## config.mk

```make
export PLATFORM = sky130hd
export DESIGN_NAME = ogp_rfifo
export DESIGN_NICKNAME = d
export VERILOG_FILES = /design/src/hw/rtl/ogp_pkg.sv /design/src/hw/rtl/ogp_rfifo.sv
export SDC_FILE = /design/constraint.sdc
export NUM_CORES = 1
export LEC_CHECK = 0
export BUFFER_PORTS_ARGS = -buffer_cell sky130_fd_sc_hd__buf_2
export CAP_MARGIN = 10
export CORE_MARGIN = 8
export CORE_UTILIZATION = 58
export DETAILED_ROUTE_END_ITERATION = 8
export PLACE_DENSITY = 0.78
export SETUP_SLACK_MARGIN = 0.05
export SYNTH_ARGS = -nofsm -noshare
export SYNTH_HDL_FRONTEND = slang
export SYNTH_SLANG_ARGS = --single-unit
```

## constraint.sdc

```tcl
create_clock -name i_clk -period 5 [get_ports i_clk]
set_input_delay 0.25 -clock i_clk [delete_from_list [all_inputs] [get_ports i_clk]]
set_output_delay 0.25 -clock i_clk [all_outputs]
set_load 0.05 [all_outputs]
```

## src/hw/rtl/ogp_pkg.sv

```systemverilog
// ============================================================================
// ogp_pkg - shared types and constants of the 4-D occupancy grid store
// Sizes of the cell store, stream word layout, register indexes and the
// structs that pass between the index pipeline, the cell update stage
// and the result queue.
// ============================================================================
package ogp_pkg;

    localparam int CELL_CAPACITY = 65536;
    localparam int IDX_W         = $clog2(CELL_CAPACITY);
    localparam int CELL_W        = 2;
    localparam int COORD_W       = 8;
    localparam int SIZE_W        = 8;

    localparam int IN_DATA_W     = 40;
    localparam int OUT_DATA_W    = 8;
    localparam int RES_W         = 4;

    localparam int RES_DEPTH     = 8;
    localparam int RES_PTR_W     = $clog2(RES_DEPTH);
    localparam int RES_CNT_W     = RES_PTR_W + 1;

    localparam int CFG_IDX_W     = 2;

    typedef logic [CFG_IDX_W-1:0] t_reg_idx;
    localparam t_reg_idx REG_SIZE_X    = 2'd0;
    localparam t_reg_idx REG_SIZE_Y    = 2'd1;
    localparam t_reg_idx REG_SIZE_Z    = 2'd2;
    localparam t_reg_idx REG_SIZE_TIME = 2'd3;

    localparam logic FUNC_READ  = 1'b0;
    localparam logic FUNC_WRITE = 1'b1;

    typedef logic [CELL_W-1:0] t_cell;
    localparam t_cell CELL_FREE      = 2'd0;
    localparam t_cell CELL_RESERVED  = 2'd1;
    localparam t_cell CELL_TENTATIVE = 2'd2;

    localparam logic [SIZE_W-1:0] SIZE_RESET = 8'd16;

    typedef struct packed {
        logic [SIZE_W-1:0] sx;
        logic [SIZE_W-1:0] sy;
        logic [SIZE_W-1:0] sz;
        logic [SIZE_W-1:0] st;
    } t_sizes;

    // Cell access request leaving the index pipeline
    typedef struct packed {
        logic             valid;
        logic             func;
        t_cell            new_value;
        logic             oob;
        logic [IDX_W-1:0] addr;
    } t_req;

    // Result of one access, before the result queue
    typedef struct packed {
        logic  valid;
        logic  updated;
        logic  oob;
        t_cell cell_value;
    } t_res;

endpackage

```

## src/hw/rtl/ogp_rfifo.sv

```systemverilog
// ============================================================================
// ogp_rfifo - result queue
// Small register queue between the update stage and the output stream.
// Admission upstream guarantees it never overflows.
// ============================================================================
module ogp_rfifo
    import ogp_pkg::*;
(
    input  logic                  i_clk,
    input  logic                  i_rst_n,
    input  t_res                  i_res,
    output logic                  o_valid,
    output logic [OUT_DATA_W-1:0] o_data,
    input  logic                  i_ready
);

    logic [RES_W-1:0]     r_mem [RES_DEPTH];
    logic [RES_PTR_W-1:0] r_wr_ptr, r_rd_ptr;
    logic [RES_CNT_W-1:0] r_count;
    logic                 w_pop;

    assign o_valid = (r_count != '0);
    assign w_pop   = o_valid && i_ready;
    assign o_data  = {{(OUT_DATA_W-RES_W){1'b0}}, r_mem[r_rd_ptr]};

    always_ff @(posedge i_clk) begin
        if (!i_rst_n) begin
            r_wr_ptr <= '0;
            r_rd_ptr <= '0;
            r_count  <= '0;
        end else begin
            if (i_res.valid) begin
                r_wr_ptr <= r_wr_ptr + 1'b1;
            end
            if (w_pop) begin
                r_rd_ptr <= r_rd_ptr + 1'b1;
            end
            r_count <= r_count + RES_CNT_W'(i_res.valid) - RES_CNT_W'(w_pop);
        end
    end

    always_ff @(posedge i_clk) begin
        if (i_res.valid) begin
            r_mem[r_wr_ptr] <= {i_res.updated, i_res.oob, i_res.cell_value};
        end
    end

endmodule

```

* Yosys cells after proc, flatten, opt, wreduce, memory -nomap -nowiden *
Memory sizes are Yosys's and may differ from the RTL's. A register that Yosys moved wholly into a read port is not among the register bits.
Cells that the tools add are included.

word-level totals
  flip-flop bits (word level) = 10
  bits in latches = 0
  bits in writable memories = 32
  memory bits (read-only) = 0
  input bits = 8
  output and inout bits = 9
  word-level logic and storage cells = 14
  memories = 1

memory list
  memory  depth  width  read ports  clocked after Yosys merged registers in  write ports  RTL line         source
  r_mem   8      4      1           1                                        1            ogp_rfifo.sv:17  logic [RES_W-1:0] r_mem [RES_DEPTH];

cells by class
  $add $sub $neg = 4
  multipliers = 0
  divide/modulo/power cells = 0
  order comparisons = 0
  equality and inequality tests = 0
  shift operators = 0
  muxes and demuxes = 4
  bitwise logic cells = 0
  reductions and logical operators = 2

operators with widths
  kind                   count
  $add A3 B1 Y3 const B  2
  $mux W3                2
  $add A4 B1 Y4          1
  $reduce_bool A4 Y1     1
  $sub A4 B1 Y4          1
  $mux W1                2
  $logic_and A1 B1 Y1    1

* Depth between registers and ports, before layout *
Gate-level depths: netlist (run 1).

  depth in word-level cells = 4
  mapped depth = 10
  mapped depth without buffers = 10

* Worst setup path after synthesis (run 1) *
Ideal clock, no wire load.

  path type = register -> register
  start point = register r_count[2]
  end point = register r_count[3]
  library setup time = 0.072 ns
  arrival time = 2.131 ns
  data required time = 4.928 ns
  path slack = 2.797 ns
  stages on the path, launching flop included = 10
  path buffers = 0
  clock period less this slack = 2.203 ns
  cells stage by stage = dfxtp_1 > inv_1 > ha_1 > or3b_2 > nand2_2 > or2_2 > ha_1 > a21o_1 > a21oi_1 > mux2i_1

on the way
  longest elaborated chain between the ends = 3
  elaborated cells between the ends (all ways) = 4
  classes of those cells = add/sub: 2; reduce/logical: 2

RTL lines
  element                   RTL line         source
  start: declaration        ogp_rfifo.sv:19  logic [RES_CNT_W-1:0] r_count;
  start signal: assignment  ogp_rfifo.sv:38  r_count <= r_count + RES_CNT_W'(i_res.valid) - RES_CNT_W'(w_pop);
  $reduce_bool A4 Y1        ogp_rfifo.sv:22  assign o_valid = (r_count != '0);
  via o_valid               ogp_rfifo.sv:12  output logic o_valid,
  $logic_and A1 B1 Y1       ogp_rfifo.sv:23  assign w_pop = o_valid && i_ready;
  $sub A4 B1 Y4             ogp_rfifo.sv:38

The timed path passes the listed nets, and every way through them passes these cells.
A chain may end at the register's enable or synchronous reset.

==> results.json, run 1 <==
{
  "track_usage_pct": 11.8,
  "period_share_pct": 47.0,
  "placed_area_mm2": 0.00202,
  "cellLeakagePower_nw": 0.789,
  "ys_top_cells_by_area": "edfxtp_1 50%, dfxtp_1 13%, mux4_1 11%, mux2i_1 4.7%, ha_1 3.9%",
  "io_buffers": 12,
  "drt_iter0_drc": 41,
  "die_w_um": 73.8,
  "cts.sinks": 45,
  "htree_levels": 2,
  "die_y_um": 73.8,
  "grt_pass1_vias": 955,
  "setup_viol": 0,
  "clk_latency_ns": 0.35,
  "postSynthAreaPerCell_um2": 15.7,
  "end_kind": "output port",
  "slew_viol_final": 0,
  "std_cell_rows": 21,
  "peakVddDrop_uv": 288,
  "ys_types": 26,
  "p_switching_mw": 0.283,
  "synth_top_cell_by_area": "edfxtp_1",
  "final_cell_mix": "32 x edfxtp_1, 13 x dfxtp_1, 12 x buf_2",
  "wirelength_um": 2820,
  "cts_hold_buf": 0,
  "rsz0062_at_grt": "false",
  "sw_frac_of_total_pct": 31.3,
  "routedWlPerCell_um": 15.2,
  "clk_pin_slew_ns": 0.12,
  "synth-seq-cells": 45,
  "min_path_type": "primary input to flip-flop",
  "post_cts_buffers": 0,
  "cts_buffers": 5,
  "max_freq_mhz": 426,
  "final_cell_area_mm2": 0.00209,
  "drive_gt1_share_pct": 19.4,
  "start_kind": "flip-flop",
  "tns_ns": 0,
  "max_stage_delay_ns": 0.64,
  "fillers": 255,
  "crit_slowest_cell": "mux4_1",
  "outcome": "completed",
  "skew_ns": 0.0110,
  "dpl.hpwl_um": 2090,
  "antenna_found_initial": 0,
  "initial_core_util_pct": 59.4,
  "gp_congestion": 0.787,
  "cts_tree": "built",
  "n_antenna_cell": 0,
  "root_buffer": "clkbuf_4",
  "layout_commonest_cell": "edfxtp_1",
  "finalPower_mw": 0.904,
  "synth_edf_count": 32,
  "core-area_mm2": 0.00326,
  "dpl.cell_count": 177,
  "seqPwrFrac_pct": 50.6,
  "power_frac_clock_pct": 20.7,
  "vias_per_cell": 5.30,
  "final_nets": 153,
  "r2r-start": "r_count[2]$_SDFF_PN0_",
  "ctsResizeCount": 0,
  "worst_pin_slew_ns": 0.673,
  "syn-instance-count": 123,
  "synthFlopType": "edfxtp_1",
  "pin_count": 17,
  "yosysSeqAreaShare_pct": 63.1,
  "drc_errors": 0,
  "hold_start": "i_res[0]",
  "finalHoldViolCount": 0,
  "async_flop_share_pct": 0,
  "area_growth_pct": 7.76,
  "grt_pass1_wl_um": 4510,
  "combPwrFrac_pct": 28.6,
  "cts_buffer_depth": 2,
  "hold_depth": 1,
  "rr_worst_depth": 9,
  "grt_overflow_total": 0,
  "vias": 981,
  "drt_pass1_iterations": 4,
  "grt_max_degree": 15,
  "crit_type": "flip-flop to output port",
  "die_area_mm2": 0.00544,
  "drv_cap": 0,
  "slew_headroom_pct": 54.8,
  "crit_required_ns": 4.75,
  "netlist.area_leader.share_pct": 49.6,
  "finalCriticalPeriod_ns": 2.35,
  "crit_chain": "mux4_1 -> mux2_2 -> buf_2",
  "syn_area_mm2": 0.00194,
  "cp_max_fo": 8,
  "layoutNonFillerInstCount": 185,
  "p_int_mw": 0.621,
  "synth-warning-count": 0,
  "p_per_area_mw_per_mm2": 433,
  "crit_arrival_ns": 2.10,
  "antenna_left": 0
}
[power by group through the flow]
stage                     combinational, mW  clock (mW)  sequential, mW
after floorplan                       0.226           0           0.454
after global placement                0.254           0           0.465
after detailed placement              0.261           0           0.467
after CTS                             0.261       0.193           0.459
after global routing                  0.285       0.205           0.464
final                                 0.259       0.188           0.458
[sequential cells by signal, summed over array words and instances, names as in the netlist, named ones only]
name,count
r_wr_ptr,3
r_count,4
r_mem,32
r_rd_ptr,3
[critical path: cells and delay by family, from the launching register on]
| kind | cells | cell delay (ns) |
|---|---|---|
| buffers and inverters | 1 | 0.21 |
| flip-flops | 1 | 0.61 |
| multiplexers | 2 | 0.92 |
[final timing paths]
check	end	slack [ns]
worst max-delay path	o_data[1]	2.65
worst min-delay path	r_mem[4][0]$_DFFE_PP_	0.16
worst max register to register	r_count[3]$_SDFF_PN0_	2.86
worst min register to register	flip-flop	0.49
[metal layers]
layer | track usage, % | part of all wire, % | vias up
li1 | - | - | 477
met1 | 12.8 | 44 | 479
met2 | 18.9 | 48 | 19
met3 | 5.32 | 5.6 | 6
met4 | 5.99 | 2.3 | 0
met5 | 0 | 0 | -
[Yosys cell counts, types with 2 or more instances]
library cell	number
xnor2_1	2
mux2_2	4
nand2b_1	6
inv_1	4
nor2_1	7
mux2i_1	9
clkbuf_1	2
buf_4	4
dfxtp_1	13
mux4_1	8
nand2_1	8
nor3_1	2
ha_1	6
and2_1	4
edfxtp_1	32
nor2b_1	2
[kinds of logic after synthesis]
family | after synthesis | synth area share, %
AOI/OAI and AO/OA | 2 | 0.646
xor gates and xnor gates | 3 | 1.36
adders and majority gates | 7 | 4.91
buffers and inverters | 11 | 3.30
DFF | 45 | 63.1
muxes | 21 | 17.8
other | 1 | 0.194
and+or+nand+nor | 33 | 8.66
[through the flow]
stage                     utilization, %  setup slack, ns  hold WS [ns]
after CTS                           64.0             2.59         0.137
after detailed placement            61.9             2.89         0.475
after floorplan                        -             2.80         0.349
after global placement              61.9             2.94         0.464
after global routing                64.0             2.54         0.145
final                               64.0             2.65         0.157
[final cells by class]
type                            count  area (µm²)  area share [%]
Clock buffer                        7        65.1            3.12
Clock inverter                      1        5.00           0.240
Inverter                            4        15.0           0.720
Multi-Input combinational cell     70         662            31.7
Sequential cell                    45        1220            58.5
Tap cell                           46        57.6            2.76
Timing Repair Buffer               12        60.1            2.88
Note: power is estimated with default switching activity, not from simulation.
==> inputs of run 2 (changes only) <==
--- a/config.mk
+++ b/config.mk
@@ -8,9 +8,9 @@
 export BUFFER_PORTS_ARGS = -buffer_cell sky130_fd_sc_hd__buf_2
 export CAP_MARGIN = 10
 export CORE_MARGIN = 8
-export CORE_UTILIZATION = 58
+export CORE_UTILIZATION = 52
 export DETAILED_ROUTE_END_ITERATION = 8
-export PLACE_DENSITY = 0.78
+export PLACE_DENSITY = 0.74
 export SETUP_SLACK_MARGIN = 0.05
 export SYNTH_ARGS = -nofsm -noshare
 export SYNTH_HDL_FRONTEND = slang
==> constraint.sdc (replaced) <==
create_clock -name i_clk -period 1.9 [get_ports i_clk]
set_input_delay 0.095 -clock i_clk [delete_from_list [all_inputs] [get_ports i_clk]]
set_output_delay 0.095 -clock i_clk [all_outputs]
set_load 0.05 [all_outputs]
==> results.json, run 2 (synthesized netlist as in run 1, its figures left out) <==
{
  "cts_buffers": 5,
  "drc_errors": 0,
  "wirelength_um": 3230,
  "cts.sinks": 45,
  "layout_commonest_cell": "edfxtp_1",
  "area_growth_pct": 17.5,
  "root_buffer": "clkbuf_8",
  "grt_pass1_wl_um": 5240,
  "worst_pin_slew_ns": 0.741,
  "crit_slowest_cell": "dfxtp_2",
  "gp_congestion": 0.686,
  "vias": 1029,
  "antenna_found_initial": 0,
  "crit_buf_inv": 2,
  "core-area_mm2": 0.00363,
  "dr_wl_met2_um": 1720,
  "clk_latency_ns": 0.29,
  "crit_arrival_ns": 2.10,
  "clk_pin_slew_ns": 0.08,
  "max_stage_delay_ns": 0.33,
  "final_nets": 161,
  "violations": "setup timing",
  "crit_type": "flip-flop to flip-flop",
  "drt_iter0_drc": 100,
  "start_kind": "flip-flop",
  "critPathMostFrequentCell": "inv_2",
  "crit_chain": "inv_2 -> ha_4 -> or3b_4 -> nand2_4 -> mux2i_1 -> ha_2 -> inv_2 -> fa_2 -> xnor2_1 -> and2_1",
  "largest_register": "r_mem",
  "grt_overflow_total": 0,
  "pre_cts_ws_ns": -0.0494,
  "slew_viol_final": 0,
  "track_usage_pct": 11.4,
  "slew_headroom_pct": 50.2,
  "p_per_area_mw_per_mm2": 1280,
  "setup_viol": 1,
  "top_regs": "r_mem x32, r_count x4",
  "drt_pass1_iterations": 5,
  "peakVddDrop_uv": 940,
  "routedWlPerCell_um": 16.5,
  "holdWs_ns": 0.0737,
  "skew_ns": 0.00610,
  "crit_required_ns": 2.08,
  "initial_core_util_pct": 53.3,
  "end_kind": "flip-flop",
  "grt_pass1_vias": 1073,
  "period_share_pct": 101,
  "final_cell_mix": "32 x edfxtp_1, 10 x dfxtp_1, 9 x mux2i_1",
  "cellLeakagePower_nw": 0.849,
  "worst_slack_ns": -0.0167,
  "rrSetupSlack_ns": -0.02,
  "rsz0062_at_grt": "true",
  "std_cell_rows": 22,
  "max_freq_mhz": 522,
  "tns_ns": -0.0167,
  "vias_per_cell": 5.28,
  "cts_tree": "built",
  "grt_max_degree": 15,
  "outcome": "finished with violations",
  "finalCriticalPeriod_ns": 1.92,
  "placed_area_mm2": 0.00208,
  "die_w_um": 77.0,
  "die_area_mm2": 0.00593,
  "largest_register_ffs": 32,
  "die_y_um": 77.0,
  "cts_hold_buf": 0,
  "final_cell_area_mm2": 0.00227,
  "min_path_type": "primary input to flip-flop",
  "finalPower_mw": 2.91,
  "n_antenna_cell": 0,
  "cts_buffer_depth": 2,
  "antenna_left": 0,
  "wl_met1_um": 1320,
  "dpl.hpwl_um": 2260,
  "drv_cap": 0,
  "io_buffers": 12,
  "top_layer": "met4",
  "htree_levels": 2,
  "met3WireLength_um": 139,
  "fillers": 283,
  "cp_max_fo": 3,
  "drive_gt1_share_pct": 36.1,
  "cp_top_family": "adder cells",
  "pin_count": 17,
  "finalHoldViolCount": 0
}
==> run 2: through the flow <==
step                      util (%)  std cells
after floorplan                  -        126
after global placement        57.3        183
after detailed placement      57.3        183
after CTS                     62.6        195
after global routing          62.6        195
final                         62.6        195
==> run 2: cell type report <==
cell class	instances	area, µm²	share of cell area [%]
Clock inverter	3	41.3	1.82
Inverter	4	15.0	0.660
Multi-Input combinational cell	70	691	30.4
Tap cell	48	60.1	2.64
Sequential cell	45	1220	53.9
Clock buffer	5	68.8	3.03
Timing Repair Buffer	20	173	7.59
==> run 2: timing repair <==
action,CTS,global route
setup endpoints to repair,7,7
pin swaps,6,1
gates resized for setup,31,0
buffers inserted,4,0
==> run 2: worst reg2reg max path: cells and delay by family (launching register included) <==
kind	cells	cell delay (ns)
adder cells (fa/ha/maj)	3	0.69
flip-flops	1	0.33
AND/OR/NAND/NOR	3	0.44
buffers and inverters	2	0.09
multiplexers	1	0.14
XOR/XNOR	1	0.12
==> run 2: layer usage <==
layer  global-route usage (%)  vias up
met5                        0        -
met4                     5.09        0
met3                     4.31        7
met2                     19.9       26
met1                     12.0      513
li1                         -      483
==> run 2: path summary, 6_finish.rpt <==
check,from,end,depth (start not counted)
min,i_res[0],r_mem[2][0]$_DFFE_PP_,1
max reg2reg,r_count[2]$_SDFF_PN0_,r_count[2]$_SDFF_PN0_,10
max,r_count[2]$_SDFF_PN0_,r_count[2]$_SDFF_PN0_,10
min reg2reg,r_rd_ptr[2]$_SDFFE_PN0P_,r_rd_ptr[2]$_SDFFE_PN0P_,2
==> run 2: where the power goes <==
group | internal, mW | switching, mW | leakage (nW)
Clock | 0.387 | 0.305 | 0.0518
Combinational | 0.518 | 0.486 | 0.398
Sequential | 1.14 | 0.0747 | 0.399
Total | 2.04 | 0.866 | 0.849
