File: src/hw/rtl/ogp_pkg.sv
// ============================================================================
// ogp_pkg - shared types and constants of the 4-D occupancy grid store
// Sizes of the cell store, stream word layout, register indexes and the
// structs that pass between the index pipeline, the cell update stage
// and the result queue.
// ============================================================================
package ogp_pkg;

    localparam int CELL_CAPACITY = 65536;
    localparam int IDX_W         = $clog2(CELL_CAPACITY);
    localparam int CELL_W        = 2;
    localparam int COORD_W       = 8;
    localparam int SIZE_W        = 8;

    localparam int IN_DATA_W     = 40;
    localparam int OUT_DATA_W    = 8;
    localparam int RES_W         = 4;

    localparam int RES_DEPTH     = 8;
    localparam int RES_PTR_W     = $clog2(RES_DEPTH);
    localparam int RES_CNT_W     = RES_PTR_W + 1;

    localparam int CFG_IDX_W     = 2;

    typedef logic [CFG_IDX_W-1:0] t_reg_idx;
    localparam t_reg_idx REG_SIZE_X    = 2'd0;
    localparam t_reg_idx REG_SIZE_Y    = 2'd1;
    localparam t_reg_idx REG_SIZE_Z    = 2'd2;
    localparam t_reg_idx REG_SIZE_TIME = 2'd3;

    localparam logic FUNC_READ  = 1'b0;
    localparam logic FUNC_WRITE = 1'b1;

    typedef logic [CELL_W-1:0] t_cell;
    localparam t_cell CELL_FREE      = 2'd0;
    localparam t_cell CELL_RESERVED  = 2'd1;
    localparam t_cell CELL_TENTATIVE = 2'd2;

    localparam logic [SIZE_W-1:0] SIZE_RESET = 8'd16;

    typedef struct packed {
        logic [SIZE_W-1:0] sx;
        logic [SIZE_W-1:0] sy;
        logic [SIZE_W-1:0] sz;
        logic [SIZE_W-1:0] st;
    } t_sizes;

    // Cell access request leaving the index pipeline
    typedef struct packed {
        logic             valid;
        logic             func;
        t_cell            new_value;
        logic             oob;
        logic [IDX_W-1:0] addr;
    } t_req;

    // Result of one access, before the result queue
    typedef struct packed {
        logic  valid;
        logic  updated;
        logic  oob;
        t_cell cell_value;
    } t_res;

endpackage

File: src/hw/rtl/ogp_index.sv
// ============================================================================
// ogp_index - bounds check and linear index pipeline
// Three stages, one multiply-add each: a = t*sz + z, b = a*sy + y,
// c = b*sx + x. The last stage drives the request combinationally.
// ============================================================================
module ogp_index
    import ogp_pkg::*;
(
    input  logic               i_clk,
    input  logic               i_rst_n,
    input  logic               i_valid,
    input  logic               i_func,
    input  t_cell              i_new_value,
    input  logic [COORD_W-1:0] i_x,
    input  logic [COORD_W-1:0] i_y,
    input  logic [COORD_W-1:0] i_z,
    input  logic [COORD_W-1:0] i_t,
    input  t_sizes             i_sizes,
    output t_req               o_req
);

    // stage 1: captured word
    logic               r_v1, r_f1;
    t_cell              r_nv1;
    logic [COORD_W-1:0] r_x1, r_y1, r_z1, r_t1;
    // stage 2
    logic               r_v2, r_f2, r_oob2;
    t_cell              r_nv2;
    logic [COORD_W-1:0] r_x2, r_y2;
    logic [15:0]        r_a2;
    // stage 3
    logic               r_v3, r_f3, r_oob3;
    t_cell              r_nv3;
    logic [COORD_W-1:0] r_x3;
    logic [23:0]        r_b3;

    logic        w_oob1;
    logic [15:0] w_a;
    logic [23:0] w_b;
    logic [31:0] w_c;

    assign w_oob1 = (r_x1 >= i_sizes.sx) || (r_y1 >= i_sizes.sy) ||
                    (r_z1 >= i_sizes.sz) || (r_t1 >= i_sizes.st);
    assign w_a = ({8'd0, r_t1} * {8'd0, i_sizes.sz}) + {8'd0, r_z1};
    assign w_b = ({8'd0, r_a2} * {16'd0, i_sizes.sy}) + {16'd0, r_y2};
    assign w_c = ({8'd0, r_b3} * {24'd0, i_sizes.sx}) + {24'd0, r_x3};

    always_ff @(posedge i_clk) begin
        if (!i_rst_n) begin
            r_v1 <= 1'b0;
            r_v2 <= 1'b0;
            r_v3 <= 1'b0;
        end else begin
            r_v1 <= i_valid;
            r_v2 <= r_v1;
            r_v3 <= r_v2;
        end
    end

    always_ff @(posedge i_clk) begin
        r_f1   <= i_func;
        r_nv1  <= i_new_value;
        r_x1   <= i_x;
        r_y1   <= i_y;
        r_z1   <= i_z;
        r_t1   <= i_t;

        r_f2   <= r_f1;
        r_nv2  <= r_nv1;
        r_x2   <= r_x1;
        r_y2   <= r_y1;
        r_oob2 <= w_oob1;
        r_a2   <= w_a;

        r_f3   <= r_f2;
        r_nv3  <= r_nv2;
        r_x3   <= r_x2;
        r_oob3 <= r_oob2;
        r_b3   <= w_b;
    end

    always_comb begin
        o_req.valid     = r_v3;
        o_req.func      = r_f3;
        o_req.new_value = r_nv3;
        o_req.oob       = r_oob3 || (w_c >= 32'(CELL_CAPACITY));
        o_req.addr      = w_c[IDX_W-1:0];
    end

endmodule

File: config.mk
export PLATFORM = sky130hd
export DESIGN_NAME = ogp_index
export DESIGN_NICKNAME = d
export VERILOG_FILES = /design/src/hw/rtl/ogp_pkg.sv /design/src/hw/rtl/ogp_index.sv
export SDC_FILE = /design/constraint.sdc
export NUM_CORES = 1
export LEC_CHECK = 0
export ABC_CLOCK_PERIOD_IN_PS = 9900
export BUFFER_PORTS_ARGS = -buffer_cell sky130_fd_sc_hd__clkbuf_2
export CORE_MARGIN = 2
export CORE_UTILIZATION = 59
export DETAILED_ROUTE_END_ITERATION = 12
export GPL_TIMING_DRIVEN = 1
export PLACE_DENSITY = 0.8
export SYNTH_ARGS = -nofsm -noshare
export SYNTH_HDL_FRONTEND = slang
export SYNTH_SLANG_ARGS = --single-unit
export TNS_END_PERCENT = 10
File: constraint.sdc
create_clock -name i_clk -period 9.9 [get_ports i_clk]
set_clock_uncertainty 0.05 [all_clocks]
set_input_delay 0.495 -clock i_clk [delete_from_list [all_inputs] [get_ports i_clk]]
set_output_delay 0.495 -clock i_clk [all_outputs]
set_load 0.005 [all_outputs]
### Word-level counts from Yosys, hierarchy flattened

Index checks and enable logic that the tools add are counted.

| word-level totals | value |
|---|---|
| register bits | 110 |
| input port bits | 70 |
| output and inout port bits | 21 |
| word-level logic and storage cells | 35 |

| operators by class | value |
|---|---|
| add/subtract/negate cells | 3 |
| multipliers | 3 |
| order comparisons | 5 |
| reduce and logical (&&, ||, !) cells | 4 |

Operators with widths:

| kind | count |
|---|---|
| $add 32x8->32 | 1 |
| $ge 32x17->1 const B | 1 |
| $ge 8x8->1 | 4 |
| $mul 24x8->32 | 1 |
| $add 24x8->24 | 1 |
| $mul 16x8->24 | 1 |
| $add 16x8->16 | 1 |
| $mul 8x8->16 | 1 |
| $logic_or 1x1->1 | 4 |

### Logic depth before layout (Yosys ltp)

Gate-level depths: netlist of the first run.

| depth | value |
|---|---|
| word-level depth | 4 |
| mapped depth | 21 |
| depth with buffers taken out | 20 |

### Worst setup path before layout of the first run

OpenSTA, ideal clock, no wires.

| timing | value |
|---|---|
| kind | in2out |
| start point | input port i_sizes[31] (netlist bit) |
| end point | output port o_req[16] (netlist bit) |
| arrival | 5.003 ns |
| required time | 9.355 ns |
| setup slack | 4.352 ns |
| cell stages on the path | 19 |
| path buffers | 1 |
| path through | clkbuf_1 -> nand2_1 -> fa_1 -> inv_1 -> fa_1 -> inv_1 -> fa_1 -> fa_1 -> inv_1 -> ha_1 -> and3_1 -> and2_1 -> a221oi_1 -> nor2_1 -> nor3_2 -> nand4_1 -> nor4_1 -> and4_1 -> nand4_1 |

RTL lines:

| item | line | source |
|---|---|---|
| start: declaration | ogp_index.sv:18 | `input t_sizes i_sizes,` |
| end: declaration | ogp_index.sv:19 | `output t_req o_req` |

==> results.md, run 1 <==
* CTS tree: yes
* Vias after detailed routing at 11600
* Critical Path AT at 5860 ps
* Core area at 26900 µm²
* Register bit total from synthesis at 110
* Fin crit share at 64.7%
* Die W at 169 µm
* Syn nets at 2314
* WHS Endpoint: r_t1[7]$_DFF_P_
* Root buffer cell: clkbuf_16
* HPWL after DPL at 27.7 mm
* Worst path most repeated cell: fa_1
* Die area at 28700 µm²
* Residual DRC count at 0
* Reg2reg path depth at 15
* Fin area at 17200 µm²
* Placed Area at 16800 µm²
* Avg WL per Cell at 15.1 µm
* Initial drt markers at 753
* Clk slew on worst S/H paths at 90 ps
* Minimum setup slack among reg-to-reg paths at 4960 ps
* Slew @ Worst Pin at 583 ps
* Initial Util at 60.1%
* Clock sinks at 110
* Nets at 2375
* Grt ovf at 0
* CP startpoint: i_sizes[31]
* Tot GR Track Use at 24.8%
* Die Height at 169 µm
* Initial antenna violation count at 0
* GPL Wtd Cong at 0.899
* Post-CTS setup buffers at 0
* Top cell type by total area after synthesis: fa_1
* CTS Buf Count at 9
* Sequential area share after synthesis at 13.6%
* IO Pins at 91
* Pin count of the biggest net entering global routing at 26
* FF-to-FF Start: r_a2[7]$_DFF_P_
* Setup Viol. Count Final at 0
* Status: complete, no violations
* Cell Rows at 60
* Synth top area share at 34.2%
* Max Root-Sink Buffers at 2
* Worst hold path stage count at 1
* Number of flops mapped to enable cells by yosys at 0
* Top_reg_cell synth: dfxtp_1
* Critical R2R Capture: r_b3[22]$_DFF_P_
* Max cap viols at 0
* Synth top area cells: fa_1 34%, ha_1 15%, dfxtp_1 14%
* Via density at 5.31
* Worst Path Max Fanout at 25
* Slowest CP cell: a2111oi_0
* CP Buf/Inv Count at 4
* Synth unique cells at 71
* RSZ-0062 raised after global routing: no
* Slew headroom at 60.1%
* # port buffers at 90
* Period minus WS final at 6410 ps
* H-tree levels at 3
* Hold Crit Class: primary input to flip-flop
* Global-route wire length before repair at 57.7 mm
* Peak Freq at 156 MHz
* Hold Crit Start: i_t[7]
* CP Data Required Time at 9360 ps
* Share of cells above drive strength 1 at 6.66%
* Post-CTS Hold Fix Bufs at 0
* Crit end category: output port
* Crit-path cells: clkbuf_2, and2_1, fa_1, fa_1, fa_1, inv_1, fa_1, inv_1, ha_1, a2111oi_0, o21ai_0, a21oi_1, nor3_1, a41o_1, a2bb2oi_1, and4_1, nand4_1, clkbuf_2
* Synthesized area per cell at 9.07 µm²
* Yosys warning count at 0
* Crit path max-delay family: adder cells
* Cells after Synth at 1780
* CTS-repair resized insts at 0
* Final Hold Fails at 0
* WL final at 33.0 mm
* Worst hold slack at 168 ps
* TNS Setup at 0 ps
* Fin. max-slew vios at 0
* Number of diodes at 0
* Initial DRT Pass Iterations at 6
* Max incr delay on CP at 620 ps
* Syn Std Cell Area at 16100 µm²
* Setup CP Type: primary input to output port
* Skew-Pair Late Insertion Delay at 370 ps
* Ys async rst share at 0%
* Vias in the first global route at 12500
* Filler cells at 2195
* Final ANT Viol Nets at 0
* P&R area growth vs syn at 6.38%
* CP Launch Type: primary input
[per-stage QoR]
| step | setup WS (ps) | util, % | std cells |
|---|---|---|---|
| 3_3_place_gp | 3680 | 62.7 | 2171 |
| 2_1_floorplan | 4350 | - | 1780 |
| 5_1_grt | 3150 | 63.9 | 2187 |
| 4_1_cts | 3560 | 63.9 | 2187 |
| 3_5_place_dp | 3580 | 62.7 | 2171 |
| 6_report | 3490 | 63.9 | 2187 |
[routing by layer]
metal | wire, µm | global-route usage (%) | up-vias
li1 | - | - | 5514
met1 | 14100 | 31.3 | 5756
met2 | 16900 | 45.4 | 294
met3 | 1470 | 3.06 | 46
met4 | 518 | 5.72 | 0
met5 | 0 | 0 | -
[layout make-up]
class | count | area (µm²) | area share [%]
clock buffer | 9 | 225 | 1.31
timing repair buffer | 90 | 450 | 2.62
sequential | 110 | 2200 | 12.8
inverter | 418 | 1570 | 9.14
clock inverter | 7 | 98.8 | 0.576
multi-input combinational | 1212 | 12200 | 71.0
tap | 341 | 427 | 2.48
[cell families after synthesis]
logic type / count (synthesis) / synth area share (%)
AO/OA/AOI/OAI: 162 / 6.93
XOR/XNOR: 46 / 2.50
adder cells (fa/ha/maj): 464 / 48.8
flip-flops: 110 / 13.6
AND/OR/NAND/NOR: 538 / 17.2
buffers and inverters: 458 / 10.8
multiplexers: 2 / 0.124
[sequential cells by signal, indices dropped and copies added, names as in the netlist]
signal / count
r_b3: 24
r_a2: 16
r_t1: 8
r_x1: 8
r_x2: 8
r_x3: 8
r_y1: 8
r_y2: 8
r_z1: 8
r_nv1: 2
r_nv2: 2
r_nv3: 2
r_f1: 1
r_f2: 1
r_f3: 1
r_oob2: 1
r_oob3: 1
r_v1: 1
r_v2: 1
r_v3: 1
[cell usage after synthesis (19+ instances only)]
cell type,n
nand2_1,191
xnor2_1,36
clkbuf_1,32
fa_1,276
dfxtp_1,110
ha_1,188
a21oi_1,42
and2_1,219
o21ai_0,22
a21o_1,19
inv_1,417
nor2_1,51
[worst max-delay path by stage]
stage,slack [ps],to,cells after the start
floorplan,4350,o_req[16],19
global placement,3680,o_req[16],19
detailed placement,3580,o_req[16],18
CTS,3560,o_req[16],18
global route,3150,o_req[16],19
finish,3490,o_req[16],18
[layout by cell type, fill, tap and decap left out, types with 14 or more instances in the layout]
cell,instances
inv_1,417
fa_1,276
and2_1,219
nand2_1,191
ha_1,188
dfxtp_1,110
clkbuf_2,90
nor2_1,51
a21oi_1,42
xnor2_1,36
o21ai_0,22
a21o_1,19
nand2b_1,14
Power of run 1 is left out: the tool's default activity adds up to more than one toggle a clock period on the data nets, which glitch-free logic cannot reach.
==> run 2, diff against run 1 <==
--- a/config.mk
+++ b/config.mk
@@ -5,7 +5,7 @@
 export SDC_FILE = /design/constraint.sdc
 export NUM_CORES = 1
 export LEC_CHECK = 0
-export ABC_CLOCK_PERIOD_IN_PS = 9900
+export ABC_CLOCK_PERIOD_IN_PS = 6400
 export BUFFER_PORTS_ARGS = -buffer_cell sky130_fd_sc_hd__clkbuf_2
 export CORE_MARGIN = 2
 export CORE_UTILIZATION = 59
==> constraint.sdc (replaced) <==
create_clock -name i_clk -period 6.4 [get_ports i_clk]
set_clock_uncertainty 0.05 [all_clocks]
set_input_delay 0.32 -clock i_clk [delete_from_list [all_inputs] [get_ports i_clk]]
set_output_delay 0.32 -clock i_clk [all_outputs]
set_load 0.005 [all_outputs]
==> run 2 against run 1 <==
  * Via count increased by 0.96%
  * Global-route usage grew 0.42 points
  * Die area unchanged
  * Sequential share of layout area decreased by 0.20 points
  * Worst hold slack lost 150 ps
  * Flip-flop and latch count is the same
  * Core utilization increased by 1.0 points
==> results.md, run 2 (same netlist as run 1, synthesis figures left out) <==
* Status: complete, no violations
* Post-CTS setup buffers at 0 (unchanged)
* Final ANT Viol Nets at 0 (unchanged)
* Setup Viol. Count Final at 0 (unchanged)
* Global-route wire length before repair at 58.8 mm (+1.9%)
* Max FFs per register at 24 (unchanged)
* Top flop regs: r_b3: 24 flops, r_a2: 16 flops
* Core area at 26900 µm² (unchanged)
* Initial drt markers at 683 (-9.3%)
* Slew headroom at 63.9% (+3.8 points)
* Register with the most flip-flops: r_b3
* Slew @ Worst Pin at 541 ps (-42.2 ps)
* WL final at 33.5 mm (+1.7%)
* Final Hold Fails at 0 (unchanged)
* Via density at 5.29 (-0.28%)
* Grt ovf at 0 (unchanged)
* Vias after detailed routing at 11700 (+0.96%)
* Critical Path AT at 5650 ps (-210 ps)
* CTS Buf Count at 9 (unchanged)
* Setup CP Type: flip-flop to output port
* Clk slew on worst S/H paths at 70 ps (-20 ps)
* Die W at 169 µm (unchanged)
* Die area at 28700 µm² (unchanged)
* Filler cells at 2174 (-0.96%)
* Fin crit share at 94.1%
* Peak Freq at 166 MHz
* TNS Setup at 0 ps (unchanged)
* IO Pins at 91 (unchanged)
* Most frequent cells in the layout: 417 x inv_1, 276 x fa_1, 219 x and2_1
* Avg WL per Cell at 15.1 µm (+0.44%)
* Initial antenna violation count at 0 (unchanged)
* Die Height at 169 µm (unchanged)
* H-tree levels at 3 (unchanged)
* Max cap viols at 0 (unchanged)
* GPL Wtd Cong at 0.899 (about the same)
* Number of diodes at 0 (unchanged)
* Fin. max-slew vios at 0 (unchanged)
* CP Launch Type: flip-flop
* Initial Util at 60.1% (unchanged)
* Crit end category: output port
* RSZ-0062 raised after global routing: no
* P&R area growth vs syn at 8.05%
* # port buffers at 90 (unchanged)
* HPWL after DPL at 27.7 mm (-0.18%)
* Period minus WS final at 6020 ps
* Nets at 2402 (+1.1%)
* Max Root-Sink Buffers at 2 (unchanged)
* Root buffer cell: clkbuf_16
* Initial DRT Pass Iterations at 5 (-1)
* Vias in the first global route at 12800 (+2.2%)
* Skew-Pair Late Insertion Delay at 370 ps (about the same)
* Pin count of the biggest net entering global routing at 26 (unchanged)
* Share of cells above drive strength 1 at 6.57% (-0.096 points)
* Clock sinks at 110 (unchanged)
* Residual DRC count at 0 (unchanged)
* Hold Crit Class: primary input to flip-flop
* CTS tree: yes
* Worst Path Max Fanout at 8 (-68%)
* Commonest non-fill, non-tap cell in the layout: inv_1
* Cell Rows at 60 (unchanged)
* CP Data Required Time at 6030 ps (-3330 ps)
* Tot GR Track Use at 25.2% (+0.42 points)
## run 2: cell count changes in the layout (fill, tap and decap cells not counted)
cell | previous run | this run
dlygate4sd3_1 | 0 | 27
a2111oi_0 | 2 | 1
a2111oi_1 | 0 | 1
inv_6 | 0 | 1
inv_8 | 3 | 2
## run 2: cell type report
type	instances	area (µm²)	share of cell area, %
sequential	110	2200	12.6
clock inverter	7	96.3	0.552
timing repair buffer	117	721	4.13
multi-input combinational	1212	12200	70.0
tap	341	427	2.45
clock buffer	9	225	1.29
inverter	418	1570	9.00
## run 2: worst paths after layout
check	startpoint	slack, ps	cells after the start	end
min	i_func	10	1	r_f1$_DFF_P_
max reg2reg	r_a2[7]$_DFF_P_	1440	15	r_b3[22]$_DFF_P_
min reg2reg	r_nv2[1]$_DFF_P_	280	0	r_nv3[1]$_DFF_P_
max	r_b3[18]$_DFF_P_	380	19	o_req[16]
## run 2: what timing repair did
action / 4_1_cts / 5_1_grt
hold buffers: 25 / 2
endpoints found under the hold margin: 25 / 2
setup endpoints to repair: 0 / 1
gates resized for setup: 0 / 1
## run 2: layer usage
metal / routed length [µm] / share of wire (%) / GRT usage (%)
met1: 14300 / 43 / 31.2
met2: 17200 / 51 / 46.2
met3: 1380 / 4.1 / 3.13
met4: 646 / 1.9 / 7.25
met5: 0 / 0 / 0
## run 2: critical path, stage by stage (launching register included)
cell and delay, ps:
dfxtp_1 530, nand2_1 130, fa_1 550, inv_1 50
fa_1 530, inv_1 60, fa_1 510, fa_1 540
inv_1 40, ha_1 380, and3_1 240, and2_1 160
a221oi_1 430, nor2_1 120, nor3_2 200, nand4_1 100
nor4_1 280, and4_1 230, nand4_1 90, clkbuf_2 120
## run 2: metrics by stage
step	area, µm²	std cells	util [%]	setup slack [ps]	hold WS, ps
final	17400	2214	64.9	377	13.7
after global routing	17400	2214	64.9	61.6	0.567
after CTS	17400	2212	64.8	372	0.0311
after detailed placement	16800	2171	62.7	413	262
after global placement	16800	2171	62.7	524	260
after floorplan	16100	1780	-	1200	260
Power of run 2 is left out for the same reason.
